[config.mk]
export PLATFORM = sky130hd
export DESIGN_NAME = radix_integer_parser
export DESIGN_NICKNAME = d
export VERILOG_FILES = /design/src/rtl/rip_pkg.sv /design/src/rtl/rip_datapath.sv /design/src/rtl/rip_ctrl.sv /design/src/rtl/radix_integer_parser.sv
export SDC_FILE = /design/constraint.sdc
export NUM_CORES = 2
export LEC_CHECK = 0
export ABC_CLOCK_PERIOD_IN_PS = 9800
export BUFFER_PORTS_ARGS = -buffer_cell sky130_fd_sc_hd__buf_2
export CAP_MARGIN = 0
export CORE_AREA = 5 5 264 266
export DETAILED_ROUTE_END_ITERATION = 12
export DIE_AREA = 0 0 269 271
export HOLD_SLACK_MARGIN = 0.06
export PLACE_DENSITY_LB_ADDON = 0.3
export SLEW_MARGIN = 5
export SYNTH_ARGS = -nofsm -noshare
export SYNTH_HDL_FRONTEND = slang
export SYNTH_SLANG_ARGS = --single-unit
[constraint.sdc]
create_clock -name i_clk -period 9.8 [get_ports i_clk]
set_clock_uncertainty 0.1 [all_clocks]
set_input_delay 0 -clock i_clk [delete_from_list [all_inputs] [get_ports i_clk]]
set_output_delay 0 -clock i_clk [all_outputs]
set_load 0.05 [all_outputs]
[src/rtl/rip_pkg.sv]
// Shared types, constants and the digit decoder for the radix integer parser.
package rip_pkg;

    localparam int CHAR_W  = 8;
    localparam int BASE_W  = 6;
    localparam int VALUE_W = 64;
    localparam int END_W   = 13;
    localparam int DATA_W  = 32;
    localparam int ADDR_W  = 3;
    localparam int REG_W   = ADDR_W - 2;

    // Register index, taken from the word address bits of paddr.
    localparam logic [REG_W-1:0] REG_RADIX = '0;

    localparam logic [BASE_W-1:0] RADIX_RESET = 6'd10;
    localparam logic [BASE_W-1:0] RADIX_ONE   = 6'd1;
    localparam logic [BASE_W-1:0] BASE_OCT    = 6'd8;
    localparam logic [BASE_W-1:0] BASE_DEC    = 6'd10;
    localparam logic [BASE_W-1:0] BASE_HEX    = 6'd16;
    localparam logic [BASE_W-1:0] BASE_MAX    = 6'd36;
    localparam logic [BASE_W-1:0] DIGIT_NONE  = 6'd63;
    localparam logic [BASE_W-1:0] ALPHA_OFS   = 6'd10;

    localparam logic [CHAR_W-1:0] CH_NUL   = 8'h00;
    localparam logic [CHAR_W-1:0] CH_TAB   = 8'h09;
    localparam logic [CHAR_W-1:0] CH_CR    = 8'h0D;
    localparam logic [CHAR_W-1:0] CH_SPACE = 8'h20;
    localparam logic [CHAR_W-1:0] CH_PLUS  = 8'h2B;
    localparam logic [CHAR_W-1:0] CH_MINUS = 8'h2D;
    localparam logic [CHAR_W-1:0] CH_0     = 8'h30;
    localparam logic [CHAR_W-1:0] CH_9     = 8'h39;
    localparam logic [CHAR_W-1:0] CH_UA    = 8'h41;
    localparam logic [CHAR_W-1:0] CH_UZ    = 8'h5A;
    localparam logic [CHAR_W-1:0] CH_UX    = 8'h58;
    localparam logic [CHAR_W-1:0] CH_LA    = 8'h61;
    localparam logic [CHAR_W-1:0] CH_LZ    = 8'h7A;
    localparam logic [CHAR_W-1:0] CH_LX    = 8'h78;
    localparam logic [CHAR_W-1:0] CASE_OFS = 8'h20;

    localparam logic [VALUE_W-1:0] LIM_POS = 64'h7FFF_FFFF_FFFF_FFFF;
    localparam logic [VALUE_W-1:0] LIM_NEG = 64'h8000_0000_0000_0000;

    typedef enum logic [1:0] {
        ST_OK        = 2'd0,
        ST_RANGE     = 2'd1,
        ST_BAD_RADIX = 2'd2
    } t_status;

    // Commands from the controller to the datapath for the byte accepted this cycle.
    typedef struct packed {
        logic              step;
        logic              set_err;
        logic              count;
        logic              set_sign;
        logic              stop_here;
        logic              take;
        logic              base_wr;
        logic [BASE_W-1:0] base_val;
        logic              emit;
    } t_dp_cmd;

    // Classification of the current byte and datapath state for the controller.
    typedef struct packed {
        logic first;
        logic radix_bad;
        logic at_max;
        logic is_nul;
        logic is_space;
        logic is_sign;
        logic is_minus;
        logic is_zero;
        logic is_x;
        logic base_now0;
        logic base_now16;
        logic ok_now;
        logic ok_dec;
        logic ok_oct;
    } t_dp_status;

    // Digit value of a character, case-insensitive; DIGIT_NONE for anything else.
    function automatic logic [BASE_W-1:0] digit_value(input logic [CHAR_W-1:0] c);
        logic [CHAR_W-1:0] lc;
        lc = c;
        if (c >= CH_UA && c <= CH_UZ) begin
            lc = c + CASE_OFS;
        end
        if (c >= CH_0 && c <= CH_9) begin
            return BASE_W'(c - CH_0);
        end else if (lc >= CH_LA && lc <= CH_LZ) begin
            return BASE_W'(lc - CH_LA) + ALPHA_OFS;
        end else begin
            return DIGIT_NONE;
        end
    endfunction

endpackage

[src/rtl/rip_datapath.sv]
// Datapath of the radix integer parser: accumulator, counters and result register.
module rip_datapath #(
    parameter int MAX_LEN = 4096
) (
    input  logic                          i_clk,
    input  logic                          i_rst_n,
    input  logic [rip_pkg::CHAR_W-1:0]    i_char,
    input  logic [rip_pkg::BASE_W-1:0]    i_radix,
    input  rip_pkg::t_dp_cmd              i_cmd,
    output rip_pkg::t_dp_status           o_status,
    output logic signed [rip_pkg::VALUE_W-1:0] o_value,
    output logic [rip_pkg::END_W-1:0]     o_end_pos,
    output logic [1:0]                    o_status_code
);

    localparam int CNT_W  = $clog2(MAX_LEN + 1);
    localparam int EXT_W  = (CNT_W > rip_pkg::END_W) ? CNT_W : rip_pkg::END_W;
    localparam int PROD_W = rip_pkg::VALUE_W + rip_pkg::BASE_W;
    localparam int SUM_W  = PROD_W + 1;

    logic                         r_started, n_started;
    logic [rip_pkg::BASE_W-1:0]   r_eff_base, n_eff_base;
    logic [rip_pkg::VALUE_W-1:0]  r_mag, n_mag;
    logic                         r_neg, n_neg;
    logic                         r_ovf, n_ovf;
    logic                         r_err, n_err;
    logic [CNT_W-1:0]             r_cnt, n_cnt;
    logic [CNT_W-1:0]             r_stop, n_stop;

    logic [rip_pkg::VALUE_W-1:0]  r_out_mag;
    logic                         r_out_neg;
    logic                         r_out_ovf;
    logic                         r_out_err;
    logic [CNT_W-1:0]             r_out_stop;

    logic [rip_pkg::BASE_W-1:0]   base_now;
    logic [rip_pkg::BASE_W-1:0]   work_base;
    logic [rip_pkg::BASE_W-1:0]   digit;
    logic [PROD_W-1:0]            prod;
    logic [SUM_W-1:0]             sum;
    logic [rip_pkg::VALUE_W-1:0]  limit;
    logic                         ovf_now;
    logic [EXT_W-1:0]             stop_ext;

    assign base_now  = r_started ? r_eff_base : i_radix;
    assign work_base = i_cmd.base_wr ? i_cmd.base_val : base_now;
    assign digit     = rip_pkg::digit_value(i_char);

    // One multiply-accumulate step with an exact range check against the signed limit.
    assign prod    = PROD_W'(r_mag) * PROD_W'(work_base);
    assign sum     = SUM_W'(prod) + SUM_W'(digit);
    assign limit   = r_neg ? rip_pkg::LIM_NEG : rip_pkg::LIM_POS;
    assign ovf_now = sum > SUM_W'(limit);

    always_comb begin
        o_status.first      = !r_started;
        o_status.radix_bad  = (i_radix == rip_pkg::RADIX_ONE) || (i_radix > rip_pkg::BASE_MAX);
        o_status.at_max     = (r_cnt == CNT_W'(MAX_LEN));
        o_status.is_nul     = (i_char == rip_pkg::CH_NUL);
        o_status.is_space   = (i_char == rip_pkg::CH_SPACE) ||
                              (i_char >= rip_pkg::CH_TAB && i_char <= rip_pkg::CH_CR);
        o_status.is_sign    = (i_char == rip_pkg::CH_PLUS) || (i_char == rip_pkg::CH_MINUS);
        o_status.is_minus   = (i_char == rip_pkg::CH_MINUS);
        o_status.is_zero    = (i_char == rip_pkg::CH_0);
        o_status.is_x       = (i_char == rip_pkg::CH_LX) || (i_char == rip_pkg::CH_UX);
        o_status.base_now0  = (base_now == '0);
        o_status.base_now16 = (base_now == rip_pkg::BASE_HEX);
        o_status.ok_now     = (base_now != '0) && (digit < base_now);
        o_status.ok_dec     = (digit < rip_pkg::BASE_DEC);
        o_status.ok_oct     = (digit < rip_pkg::BASE_OCT);
    end

    always_comb begin
        n_started  = r_started;
        n_eff_base = r_eff_base;
        n_mag      = r_mag;
        n_neg      = r_neg;
        n_ovf      = r_ovf;
        n_err      = r_err;
        n_cnt      = r_cnt;
        n_stop     = r_stop;
        if (i_cmd.step) begin
            n_started  = 1'b1;
            n_eff_base = work_base;
            if (i_cmd.count) begin
                n_cnt = r_cnt + 1'b1;
            end
            if (i_cmd.set_err) begin
                n_err = 1'b1;
            end
            if (i_cmd.set_sign) begin
                n_neg = o_status.is_minus;
            end
            if (i_cmd.stop_here) begin
                n_stop = r_cnt + 1'b1;
            end
            if (i_cmd.take && !r_ovf) begin
                if (ovf_now) begin
                    n_ovf = 1'b1;
                end else begin
                    n_mag = sum[rip_pkg::VALUE_W-1:0];
                end
            end
        end
    end

    always_ff @(posedge i_clk) begin
        if (!i_rst_n) begin
            r_started  <= 1'b0;
            r_eff_base <= '0;
            r_mag      <= '0;
            r_neg      <= 1'b0;
            r_ovf      <= 1'b0;
            r_err      <= 1'b0;
            r_cnt      <= '0;
            r_stop     <= '0;
        end else if (i_cmd.emit) begin
            r_started  <= 1'b0;
            r_eff_base <= '0;
            r_mag      <= '0;
            r_neg      <= 1'b0;
            r_ovf      <= 1'b0;
            r_err      <= 1'b0;
            r_cnt      <= '0;
            r_stop     <= '0;
        end else begin
            r_started  <= n_started;
            r_eff_base <= n_eff_base;
            r_mag      <= n_mag;
            r_neg      <= n_neg;
            r_ovf      <= n_ovf;
            r_err      <= n_err;
            r_cnt      <= n_cnt;
            r_stop     <= n_stop;
        end
    end

    always_ff @(posedge i_clk) begin
        if (i_cmd.emit) begin
            r_out_mag  <= n_mag;
            r_out_neg  <= n_neg;
            r_out_ovf  <= n_ovf;
            r_out_err  <= n_err;
            r_out_stop <= n_stop;
        end
    end

    assign stop_ext = EXT_W'(r_out_stop);

    always_comb begin
        if (r_out_err) begin
            o_value       = '0;
            o_end_pos     = '0;
            o_status_code = rip_pkg::ST_BAD_RADIX;
        end else if (r_out_ovf) begin
            o_value       = $signed(r_out_neg ? rip_pkg::LIM_NEG : rip_pkg::LIM_POS);
            o_end_pos     = stop_ext[rip_pkg::END_W-1:0];
            o_status_code = rip_pkg::ST_RANGE;
        end else begin
            o_value       = $signed(r_out_neg ? (-r_out_mag) : r_out_mag);
            o_end_pos     = stop_ext[rip_pkg::END_W-1:0];
            o_status_code = rip_pkg::ST_OK;
        end
    end

endmodule

[src/rtl/rip_ctrl.sv]
// Controller of the radix integer parser: scan phase machine and channel handshake.
module rip_ctrl (
    input  logic                  i_clk,
    input  logic                  i_rst_n,
    input  logic                  i_in_valid,
    input  logic                  i_last,
    input  logic                  i_out_ready,
    input  rip_pkg::t_dp_status   i_status,
    output logic                  o_in_ready,
    output logic                  o_out_valid,
    output rip_pkg::t_dp_cmd      o_cmd
);

    typedef enum logic [2:0] {
        PH_WS,
        PH_LEAD,
        PH_ZERO,
        PH_HEX,
        PH_DIGITS,
        PH_DONE
    } t_phase;

    t_phase r_phase, n_phase;
    logic   r_out_valid, n_out_valid;
    logic   acc;
    logic   lead_req;
    logic   take_req;
    logic   take_ok;

    // Only a final byte needs the result register, so other bytes pass a waiting result.
    assign o_in_ready  = !r_out_valid || i_out_ready || !i_last;
    assign o_out_valid = r_out_valid;
    assign acc         = i_in_valid && o_in_ready;

    always_comb begin
        o_cmd    = '0;
        n_phase  = r_phase;
        lead_req = 1'b0;
        take_req = 1'b0;
        take_ok  = 1'b0;
        if (acc) begin
            o_cmd.step = 1'b1;
            if (i_status.first && i_status.radix_bad) begin
                o_cmd.set_err = 1'b1;
                n_phase       = PH_DONE;
            end
            if (n_phase != PH_DONE) begin
                if (i_status.is_nul || i_status.at_max) begin
                    n_phase = PH_DONE;
                end else begin
                    o_cmd.count = 1'b1;
                    case (n_phase)
                        PH_WS: begin
                            if (i_status.is_space) begin
                                n_phase = PH_WS;
                            end else if (i_status.is_sign) begin
                                o_cmd.set_sign  = 1'b1;
                                o_cmd.stop_here = 1'b1;
                                n_phase         = PH_LEAD;
                            end else begin
                                lead_req = 1'b1;
                            end
                        end
                        PH_LEAD: begin
                            lead_req = 1'b1;
                        end
                        PH_ZERO: begin
                            if (i_status.is_x) begin
                                o_cmd.base_wr  = 1'b1;
                                o_cmd.base_val = rip_pkg::BASE_HEX;
                                n_phase        = PH_HEX;
                            end else begin
                                take_req = 1'b1;
                                if (i_status.base_now0) begin
                                    o_cmd.base_wr  = 1'b1;
                                    o_cmd.base_val = rip_pkg::BASE_OCT;
                                    take_ok        = i_status.ok_oct;
                                end else begin
                                    take_ok = i_status.ok_now;
                                end
                            end
                        end
                        default: begin
                            take_req = 1'b1;
                            take_ok  = i_status.ok_now;
                        end
                    endcase
                    if (lead_req) begin
                        if (i_status.is_zero && (i_status.base_now0 || i_status.base_now16)) begin
                            o_cmd.stop_here = 1'b1;
                            n_phase         = PH_ZERO;
                        end else begin
                            take_req = 1'b1;
                            if (i_status.base_now0) begin
                                o_cmd.base_wr  = 1'b1;
                                o_cmd.base_val = rip_pkg::BASE_DEC;
                                take_ok        = i_status.ok_dec;
                            end else begin
                                take_ok = i_status.ok_now;
                            end
                        end
                    end
                    if (take_req) begin
                        if (take_ok) begin
                            o_cmd.take      = 1'b1;
                            o_cmd.stop_here = 1'b1;
                            n_phase         = PH_DIGITS;
                        end else begin
                            n_phase = PH_DONE;
                        end
                    end
                end
            end
            if (i_last) begin
                o_cmd.emit = 1'b1;
                n_phase    = PH_WS;
            end
        end
    end

    always_comb begin
        if (acc && i_last) begin
            n_out_valid = 1'b1;
        end else if (i_out_ready) begin
            n_out_valid = 1'b0;
        end else begin
            n_out_valid = r_out_valid;
        end
    end

    always_ff @(posedge i_clk) begin
        if (!i_rst_n) begin
            r_phase     <= PH_WS;
            r_out_valid <= 1'b0;
        end else begin
            r_phase     <= n_phase;
            r_out_valid <= n_out_valid;
        end
    end

`ifndef SYNTHESIS
    a_last_emits: assert property (@(posedge i_clk) disable iff (!i_rst_n)
        acc && i_last |=> r_out_valid)
        else $error("final byte did not produce a result");

    a_last_restarts: assert property (@(posedge i_clk) disable iff (!i_rst_n)
        acc && i_last |=> r_phase == PH_WS)
        else $error("scan did not restart after the final byte");

    a_nul_stops: assert property (@(posedge i_clk) disable iff (!i_rst_n)
        acc && !i_last && i_status.is_nul |=> r_phase == PH_DONE)
        else $error("zero byte did not end the scan");

    a_stall_only_full: assert property (@(posedge i_clk) disable iff (!i_rst_n)
        !o_in_ready |-> r_out_valid && !i_out_ready)
        else $error("input stalled without a pending result");

    a_emit_cmd: assert property (@(posedge i_clk) disable iff (!i_rst_n)
        o_cmd.emit |-> acc && i_last)
        else $error("result load without a final byte");
`endif

endmodule

[src/rtl/radix_integer_parser.sv]
// Top level of the radix integer parser: configuration register, controller and datapath.
//
// Usage: a string enters one byte per transaction on the input channel (i_valid, o_ready,
// i_char_in, i_last_char). Leading whitespace is skipped, an optional sign is taken, and
// digits of the configured radix (0 auto-detects 0x hex, leading-0 octal, else decimal)
// are folded into a saturating signed 64-bit value. A zero byte ends the scan early.
// The transaction that carries i_last_char produces one result transaction on the output
// channel (o_valid, i_ready, o_value, o_end_pos, o_status) in the next cycle.
// Throughput is one byte per cycle while o_ready is high: each byte takes a single
// pass through the multiply-by-base, add and range-compare path of the datapath.
// A finished result sits in an output register; bytes keep flowing while it waits, and
// the input channel stalls only when a newer result is due and the receiver is stalling.
// The radix register (byte address 0 of the APB port, reset value 10) is sampled at the
// first byte of each string, so it should be written between strings.
// Reset clears the scan state and the pending result and restores the radix to 10.
module radix_integer_parser #(
    parameter int MAX_LEN = 4096
) (
    input  logic                                i_clk,
    input  logic                                i_rst_n,
    input  logic                                i_valid,
    output logic                                o_ready,
    input  logic [rip_pkg::CHAR_W-1:0]          i_char_in,
    input  logic                                i_last_char,
    output logic                                o_valid,
    input  logic                                i_ready,
    output logic signed [rip_pkg::VALUE_W-1:0]  o_value,
    output logic [rip_pkg::END_W-1:0]           o_end_pos,
    output logic [1:0]                          o_status,
    input  logic                                psel,
    input  logic                                penable,
    input  logic                                pwrite,
    input  logic [rip_pkg::ADDR_W-1:0]          paddr,
    input  logic [rip_pkg::DATA_W-1:0]          pwdata,
    output logic [rip_pkg::DATA_W-1:0]          prdata,
    output logic                                pready
);

    logic [rip_pkg::BASE_W-1:0] r_radix;
    logic                       radix_sel;
    rip_pkg::t_dp_cmd           cmd;
    rip_pkg::t_dp_status        status;

    // The register file holds a single register; other word addresses read as zero.
    assign radix_sel = (paddr[rip_pkg::ADDR_W-1:2] == rip_pkg::REG_RADIX);
    assign pready    = 1'b1;
    assign prdata    = radix_sel ? rip_pkg::DATA_W'(r_radix) : '0;

    always_ff @(posedge i_clk) begin
        if (!i_rst_n) begin
            r_radix <= rip_pkg::RADIX_RESET;
        end else if (psel && penable && pwrite && pready && radix_sel) begin
            r_radix <= pwdata[rip_pkg::BASE_W-1:0];
        end
    end

    // The controller walks the scan phases and owns both handshakes.
    rip_ctrl u_ctrl (
        .i_clk       (i_clk),
        .i_rst_n     (i_rst_n),
        .i_in_valid  (i_valid),
        .i_last      (i_last_char),
        .i_out_ready (i_ready),
        .i_status    (status),
        .o_in_ready  (o_ready),
        .o_out_valid (o_valid),
        .o_cmd       (cmd)
    );

    // The datapath classifies each byte, accumulates the magnitude and holds the result.
    rip_datapath #(
        .MAX_LEN (MAX_LEN)
    ) u_datapath (
        .i_clk         (i_clk),
        .i_rst_n       (i_rst_n),
        .i_char        (i_char_in),
        .i_radix       (r_radix),
        .i_cmd         (cmd),
        .o_status      (status),
        .o_value       (o_value),
        .o_end_pos     (o_end_pos),
        .o_status_code (o_status)
    );

endmodule

Word level (Yosys, flattened, before mapping):

Cells that the tools add are included.

* register bits: 190
* latch bits: 0
* bits in writable memories: 0
* bits in read-only memories: 0
* input port bits: 51
* output and inout bits: 114
* word-level logic and storage cells: 165
* memories: 0

* $add $sub $neg: 7
* multipliers: 1
* div/mod/pow operators: 0
* order comparisons: 13
* equality and inequality tests: 12
* shift operators: 0
* multiplexer cells: 81
* bitwise gates (word level): 2
* reductions and logical operators: 33

Operator list (number)
* 64-bit 2-to-1 mux: 8
* 70-bit by 6-bit adder with 71-bit output: 1
* 71-bit by 64-bit > comparator with 1-bit output: 1
* 64-bit by 6-bit multiplier with 70-bit output: 1
* 64-bit negation: 1
* 7-bit 2-to-1 mux: 6
* 13-bit 2-to-1 mux: 3
* 1-bit 2-to-1 mux: 34
* 3-bit 2-to-1 mux: 11
* 8-bit by 6-bit == test with 1-bit output (second input constant): 4
* 6-bit 2-to-1 mux: 5
* 11-bit 2-to-1 mux: 2
* 8-bit by 7-bit == test with 1-bit output (second input constant): 2
* 8-bit by 7-bit >= comparator with 1-bit output (second input constant): 2
* 8-bit by 7-bit <= comparator with 1-bit output (second input constant): 2
* 14-bit 2-to-1 mux: 1
* 13-bit by 1-bit adder with 13-bit output (second input constant): 1
* 13-bit == test (second input constant): 1
* 1-bit logical AND: 13
* 6-bit by 4-bit less-than comparator with 1-bit output (second input constant): 2
* 2-bit 2-to-1 mux: 6
* 6-bit subtractor (second input constant): 2
* 8-bit by 6-bit adder with 8-bit output (second input constant): 1
* 8-bit by 4-bit >= comparator with 1-bit output (second input constant): 1
* 24 further kinds: 38

Logic depth before layout (Yosys ltp):

* depth in word-level cells: 29
* gate-level depth with buffers: 44
* mapped depth without buffers: 40

Cells and area by module:

From an unflattened synthesis, not the netlist that was laid out.

* cells, all modules: 3270
* area total of the unflattened synthesis: 26165.1 µm²

Modules (own cells, without submodules)
* rip_datapath: instances 1, cells each 3135, area an instance 25147.9 µm²
* radix_integer_parser: instances 1, cells each 62, area an instance 523.0 µm²
* rip_ctrl: instances 1, cells each 73, area an instance 494.2 µm²

Worst setup path before layout:

Ideal clock, no wire load.

* path kind: reg2reg
* from: reg u_ctrl.r_out_valid (netlist: u_ctrl.o_out_valid)
* to: reg u_datapath.r_out_mag[56] (netlist name) (data pin)
* setup time: 0.262 ns
* data arrival time: 9.285 ns
* data required time: 9.438 ns
* path slack: 0.153 ns
* cell stages (with the launch flop): 38
* path buffers: 5
* period minus slack after synthesis: 9.647 ns
* cells stage by stage: dfxtp_1 -> nand3b_1 -> nand2_1 -> nor2_1 -> o21a_1 -> clkbuf_1 -> o22ai_1 -> clkbuf_1 -> clkbuf_1 -> nand2_1 -> fa_1 -> fa_1 -> inv_1 -> fa_1 -> fa_1 -> ha_1 -> a21oi_1 -> nand2_1 -> [... 2 more ...] -> nor2_1 -> o21ai_0 -> a21o_1 -> a21oi_1 -> xnor2_1 -> inv_1 -> ha_1 -> nand4_1 -> nor4_1 -> and3_1 -> a31oi_1 -> a21oi_1 -> o22ai_1 -> or4_1 -> nor3_4 -> buf_6 -> buf_4 -> mux2_1

* word-level cells in the longest chain between the ends: 12
* elaborated cells on any way between the ends: 13
* those cells by class: 1 x add/sub; 1 x mul; 1 x order compare; 5 x mux; 5 x reduce/logical

Ends and longest elaborated chain
* start, declared: RTL line rip_ctrl.sv:24 `logic r_out_valid, n_out_valid;`
* start signal, assigned: RTL line rip_ctrl.sv:137 `r_out_valid <= n_out_valid;`
* 1-bit zero test *: RTL line rip_ctrl.sv:31 `assign o_in_ready = !r_out_valid || i_out_ready || !i_last;`
* 1-bit logical OR * (2 in a row): RTL line rip_ctrl.sv:31
* named net o_ready: RTL line radix_integer_parser.sv:22 `output logic o_ready,`
* 1-bit logical AND *: RTL line rip_ctrl.sv:33 `assign acc = i_in_valid && o_in_ready;`
* 14-bit 2-to-1 mux *: RTL line rip_ctrl.sv:41 `if (acc) begin`
* 6-bit 2-to-1 mux: RTL line rip_datapath.sv:46 `assign work_base = i_cmd.base_wr ? i_cmd.base_val : base_now;`
* 64-bit by 6-bit multiplier with 70-bit output: RTL line rip_datapath.sv:50 `assign prod = PROD_W'(r_mag) * PROD_W'(work_base);`
* 70-bit by 6-bit adder with 71-bit output: RTL line rip_datapath.sv:51 `assign sum = SUM_W'(prod) + SUM_W'(digit);`
* 71-bit by 64-bit > comparator with 1-bit output: RTL line rip_datapath.sv:53 `assign ovf_now = sum > SUM_W'(limit);`
* 64-bit 2-to-1 mux: RTL line rip_datapath.sv:98 `if (ovf_now) begin`
* 64-bit 2-to-1 mux: RTL line rip_datapath.sv:97 `if (i_cmd.take && !r_ovf) begin`
* 64-bit 2-to-1 mux *: RTL line rip_datapath.sv:82 `if (i_cmd.step) begin`
* named net u_datapath.n_mag, one bit: RTL line rip_datapath.sv:23 `logic [rip_pkg::VALUE_W-1:0] r_mag, n_mag;`
* end signal, assigned: RTL line rip_datapath.sv:140 `r_out_mag <= n_mag;`
* end, declared: RTL line rip_datapath.sv:30 `logic [rip_pkg::VALUE_W-1:0] r_out_mag;`

The timed path passes the listed nets; every way through them passes the cells marked *.
A chain may end at the register's enable or synchronous reset.

Worst setup path in the final report:

* from: reg u_datapath.r_cnt[0]
* to: reg u_datapath.r_out_mag[28] (netlist name) (data pin)

* word-level cells in the longest chain between the ends: 12
* elaborated cells on any way between the ends: 13
* those cells by class: 1 x add/sub; 1 x mul; 1 x order compare; 1 x eq/ne; 7 x mux; 2 x reduce/logical

Ends and longest elaborated chain
* start, declared: RTL line rip_datapath.sv:27 `logic [CNT_W-1:0] r_cnt, n_cnt;`
* start signal, assigned: RTL line rip_datapath.sv:133 `r_cnt <= n_cnt;`
* 13-bit == test *: RTL line rip_datapath.sv:58 `o_status.at_max = (r_cnt == CNT_W'(MAX_LEN));`
* 1-bit logical OR *: RTL line rip_ctrl.sv:48 `if (i_status.is_nul || i_status.at_max) begin`
* 11-bit 2-to-1 mux *: RTL line rip_ctrl.sv:48
* 11-bit 2-to-1 mux *: RTL line rip_ctrl.sv:47 `if (n_phase != PH_DONE) begin`
* 14-bit 2-to-1 mux *: RTL line rip_ctrl.sv:41
* 6-bit 2-to-1 mux: RTL line rip_datapath.sv:46
* 64-bit by 6-bit multiplier with 70-bit output: RTL line rip_datapath.sv:50
* 70-bit by 6-bit adder with 71-bit output: RTL line rip_datapath.sv:51
* 71-bit by 64-bit > comparator with 1-bit output: RTL line rip_datapath.sv:53
* 64-bit 2-to-1 mux: RTL line rip_datapath.sv:98
* 64-bit 2-to-1 mux *: RTL line rip_datapath.sv:97
* 64-bit 2-to-1 mux *: RTL line rip_datapath.sv:82
* named net u_datapath.n_mag, one bit: RTL line rip_datapath.sv:23

Marked as above.

==> summary.md <==
| Metric | Value |
|---|---|
| Run status | `finished clean` |
| Critical path's top delay family | `adder cells` |
| Max stage delay on crit path | `580 ps` |
| Compound-Gate Fraction of Synth Area | `0.136` |
| CTS Buf Count | `17` |
| PD cells | `about 64 mW/mm^2` |
| Syn Inst Count | `roughly 3100` |
| Initial drt markers | `1923` |
| Synth async-reset ratio | `0` |
| CORE AREA | `0.0668 mm^2` |
| CTS H-tree lvls | `4` |
| Post-synthesis simple-gate area fraction | `0.240` |
| FF-to-FF path depth | `40` |
| CTS clk-pin slew, worst paths | `90 ps` |
| Max cap viols | `0` |
| Clock Sinks | `between 150 and 200` |
| Initial Util | `0.398` |
| DRT antenna net count | `0` |
| Largest family of logic cells by synthesized area | `adder cells` |
| Hold Path Sink | `u_datapath.r_cnt[2]` |
| Final hold viol count | `0` |
| Wire per inst | `19.6 um` |
| Hold Crit Start | `i_last_char` |
| Vias in the first global route | `about 23000` |
| Overall die width | `269 um` |
| YS warnings | `0` |
| Final core utilization | `0.484` |
| Worst slew margin | `0.325` |
| FF-to-FF Start | `u_datapath.r_cnt[0]` |
| Via Count | `about 24000` |
| Hold-critical path depth | `5` |
| Setup Viol. Count Final | `0` |
| Leakage Power | `15.1 nW` |
| Largest cells by area after synthesis | `fa_1 19%, ha_1 11%, edfxtp_1 9.0%, dfxtp_1 8.3%, and2_1 6.2%` |
| Worst vdd ir | `133 uV` |
| Flops & latches, synth | `190` |
| Root Buffer | `clkbuf_16` |
| Post-Route WL | `roughly 85000 um` |
| R2R Setup Slk | `230 ps` |
| Min cycle time layout | `9570 ps` |
| Vias/cell | `5.54` |
| Setup crit end kind | `flip-flop` |
| CP Launch Type | `flip-flop` |
| Port-buffer cells | `109` |
| R2r endpoint | `u_datapath.r_out_mag[28]` |
| # DRC | `0` |
| Cell taking the most area after synthesis | `fa_1` |
| Worst Path Required | `9960 ps` |
| Post-synthesis mux area share | `0.0601` |
| Std-Cell Rows | `95` |
| First-pass GRT wire length | `130000 um` |
| WP buf/inv | `7` |
| Post-synth top cells | `406 x nand2_1, 263 x and2_1, 252 x fa_1, 234 x ha_1, 232 x nor2_1` |
| Fin Hold WS | `121 ps` |
| XOR/XNOR Fraction of Synth Area | `0.0267` |
| Initial antenna violation count | `5` |
| Number of synthesized flops with an enable pin | `80` |
| Fmax | `104 MHz` |
| Final-report max-slew violation count | `0` |
| Pre-CTS setup slack | `-321 ps` |
| Clock Latency Late Sink | `510 ps` |
| Synth Area in Adders | `0.300` |
| Congestion Overflow GR | `0` |
| Most common cell in the netlist | `nand2_1` |
| Synthesis-to-layout area growth | `21.6%` |
| Worst slew pin tran | `1000 ps` |
| Design Power | `just over 2 mW` |
| Largest net degree at the start of global routing | `87` |
| Fin crit share | `0.977` |
| Sequential-to-total area share from yosys stat | `0.173` |
| Setup TNS | `0 ps` |
| Worst hold path class | `input port to flip-flop` |
| GPL Wtd Cong | `0.951` |
| Critical path data arrival time | `9730 ps` |
| Synth Cell Area | `approximately 0.027 mm^2` |
| I/O pins | `between 150 and 200` |
| 1st-pass router iterations | `6` |
| Share of cells above drive strength 1 | `0.203` |
| Max clock buf depth | `2` |
| RSZ-0062 raised after global routing | `yes` |
| Die area | `about 0.073 mm^2` |
| Post-synth top area share | `0.190` |
| Total GRT Usage | `0.223` |
| Most common flop cell mapped by yosys | `dfxtp_1` |
| Placed wire-length estimate | `65300 um` |
| Final #Nets | `4002` |
| Critical-path top delay cell | `or4_4` |
| Syn Area/Cell | `8.49 um^2` |
| Cell variety after synth | `between 80 and 90` |
| CTS tree | `done` |
| Final WS setup | `227 ps` |
| Crit Path Max Fanout | `12` |
| Critical path class | `flip-flop to flip-flop` |
| Chip height | `271 um` |
## through the flow
step                      cell area (um^2)  cells
final                                32300   4352
after global routing                 32300   4351
after CTS                            30800   4297
after detailed placement             29800   4237
after global placement               29800   4237
after floorplan                      26600   3154
## kinds of logic (layout without fill, tap and decap cells)
family          after synthesis  in the layout
simple gates               1260           1261
fa+ha+maj                   486            486
other cells                   2             28
flops                       190            190
compound gates              558            558
xor+xnor                     81             81
mux                         150            150
buf+inv                     402            725
## worst max-delay path by stage
stage,startpoint,endpoint,cells after the start
finish,u_datapath.r_cnt[0],u_datapath.r_out_mag[28],40
global route,u_datapath.r_cnt[0],u_datapath.r_out_mag[23],43
CTS,u_datapath.r_cnt[0],u_datapath.r_out_mag[54],42
detailed placement,i_char_in[0],u_datapath.r_out_mag[19],37
global placement,u_datapath.r_cnt[0],u_datapath.r_out_mag[63],37
floorplan,u_ctrl.o_out_valid,u_datapath.r_out_mag[56],37
## cell type report
| class | count | area (um^2) |
|---|---|---|
| clock inverters | 15 | 238 |
| repair buffers | 485 | 3890 |
| diodes | 1 | 2.50 |
| multi-input cells | 2563 | 21300 |
| inverters | 208 | 782 |
| flip-flops and latches | 190 | 4610 |
| clock buffers | 17 | 425 |
| well taps | 873 | 1090 |
| fillers | 6383 | 34500 |
## power by group
part,internal (mW),switching [mW],leakage (nW)
Combinational,0.141,0.280,13.2
Sequential,0.840,0.0242,1.63
Clock,0.366,0.420,0.319
## worst reg2reg max path, delay by kind of cell, from the launching register on
kind | cells | cell delay [ps]
multiplexers | 1 | 330
buffers and inverters | 7 | 1150
XOR/XNOR | 1 | 140
AND/OR/NAND/NOR | 12 | 2510
adder cells (fa/ha/maj) | 7 | 2640
AO/OA/AOI/OAI | 12 | 2130
flip-flops | 1 | 330
## sequential cells by signal, summed over array words and instances, names as in the netlist, 3 cells and up
register / cells
u_datapath.r_out_stop: 13
r_radix: 6
u_datapath.r_eff_base: 6
u_datapath.r_cnt: 13
u_datapath.r_mag: 64
u_datapath.r_out_mag: 64
u_datapath.r_stop: 13
u_ctrl.r_phase: 3
## cells in the final DEF (no fill, tap or decap), types with 17 or more instances in the layout
| master | n |
|---|---|
| a21oi_2 | 17 |
| o22a_1 | 40 |
| a211oi_1 | 20 |
| dlygate4sd3_1 | 25 |
| nor3_1 | 46 |
| mux2i_1 | 75 |
| clkbuf_16 | 28 |
| ha_4 | 18 |
| nand2_1 | 403 |
| xnor2_1 | 36 |
| fa_1 | 252 |
| nor3b_1 | 44 |
| mux2_2 | 48 |
| buf_2 | 109 |
| a21oi_1 | 173 |
| inv_1 | 207 |
| mux2_1 | 26 |
| nor4_1 | 20 |
| nor2_1 | 219 |
| conb_1 | 27 |
| nand3_1 | 43 |
| a21o_1 | 25 |
| buf_4 | 314 |
| dfxtp_1 | 103 |
| xor2_1 | 37 |
| nor2b_1 | 37 |
| a31oi_1 | 23 |
| o211ai_1 | 25 |
| edfxtp_1 | 80 |
| o21ai_0 | 72 |
| ha_1 | 212 |
| and2_1 | 259 |
| and3_1 | 17 |
| nand4_1 | 38 |
| nand2b_1 | 23 |
## per-layer routing
| layer | share of wire | global-route usage | vias to the layer above | wire (um) |
|---|---|---|---|---|
| met2 | 0.45 | 0.350 | 790 | 38100 |
| met3 | 0.075 | 0.0412 | 142 | 6380 |
| met5 | 0.00015 | 0 | - | 13 |
| met4 | 0.030 | 0.0676 | 2 | 2570 |
| li1 | - | - | 11400 | - |
| met1 | 0.45 | 0.314 | 11800 | 38300 |
## repair_timing
item | in CTS | in global routing
setup buffers | 2 | 40
endpoints found under the setup margin | 87 | 123
hold endpoints to repair | 37 | 0
hold buffers | 25 | 0
gates cloned | 1 | 14
pin swaps | 2 | 75
gates resized for setup | 11 | 166
Note: power is estimated with default switching activity, not from simulation.
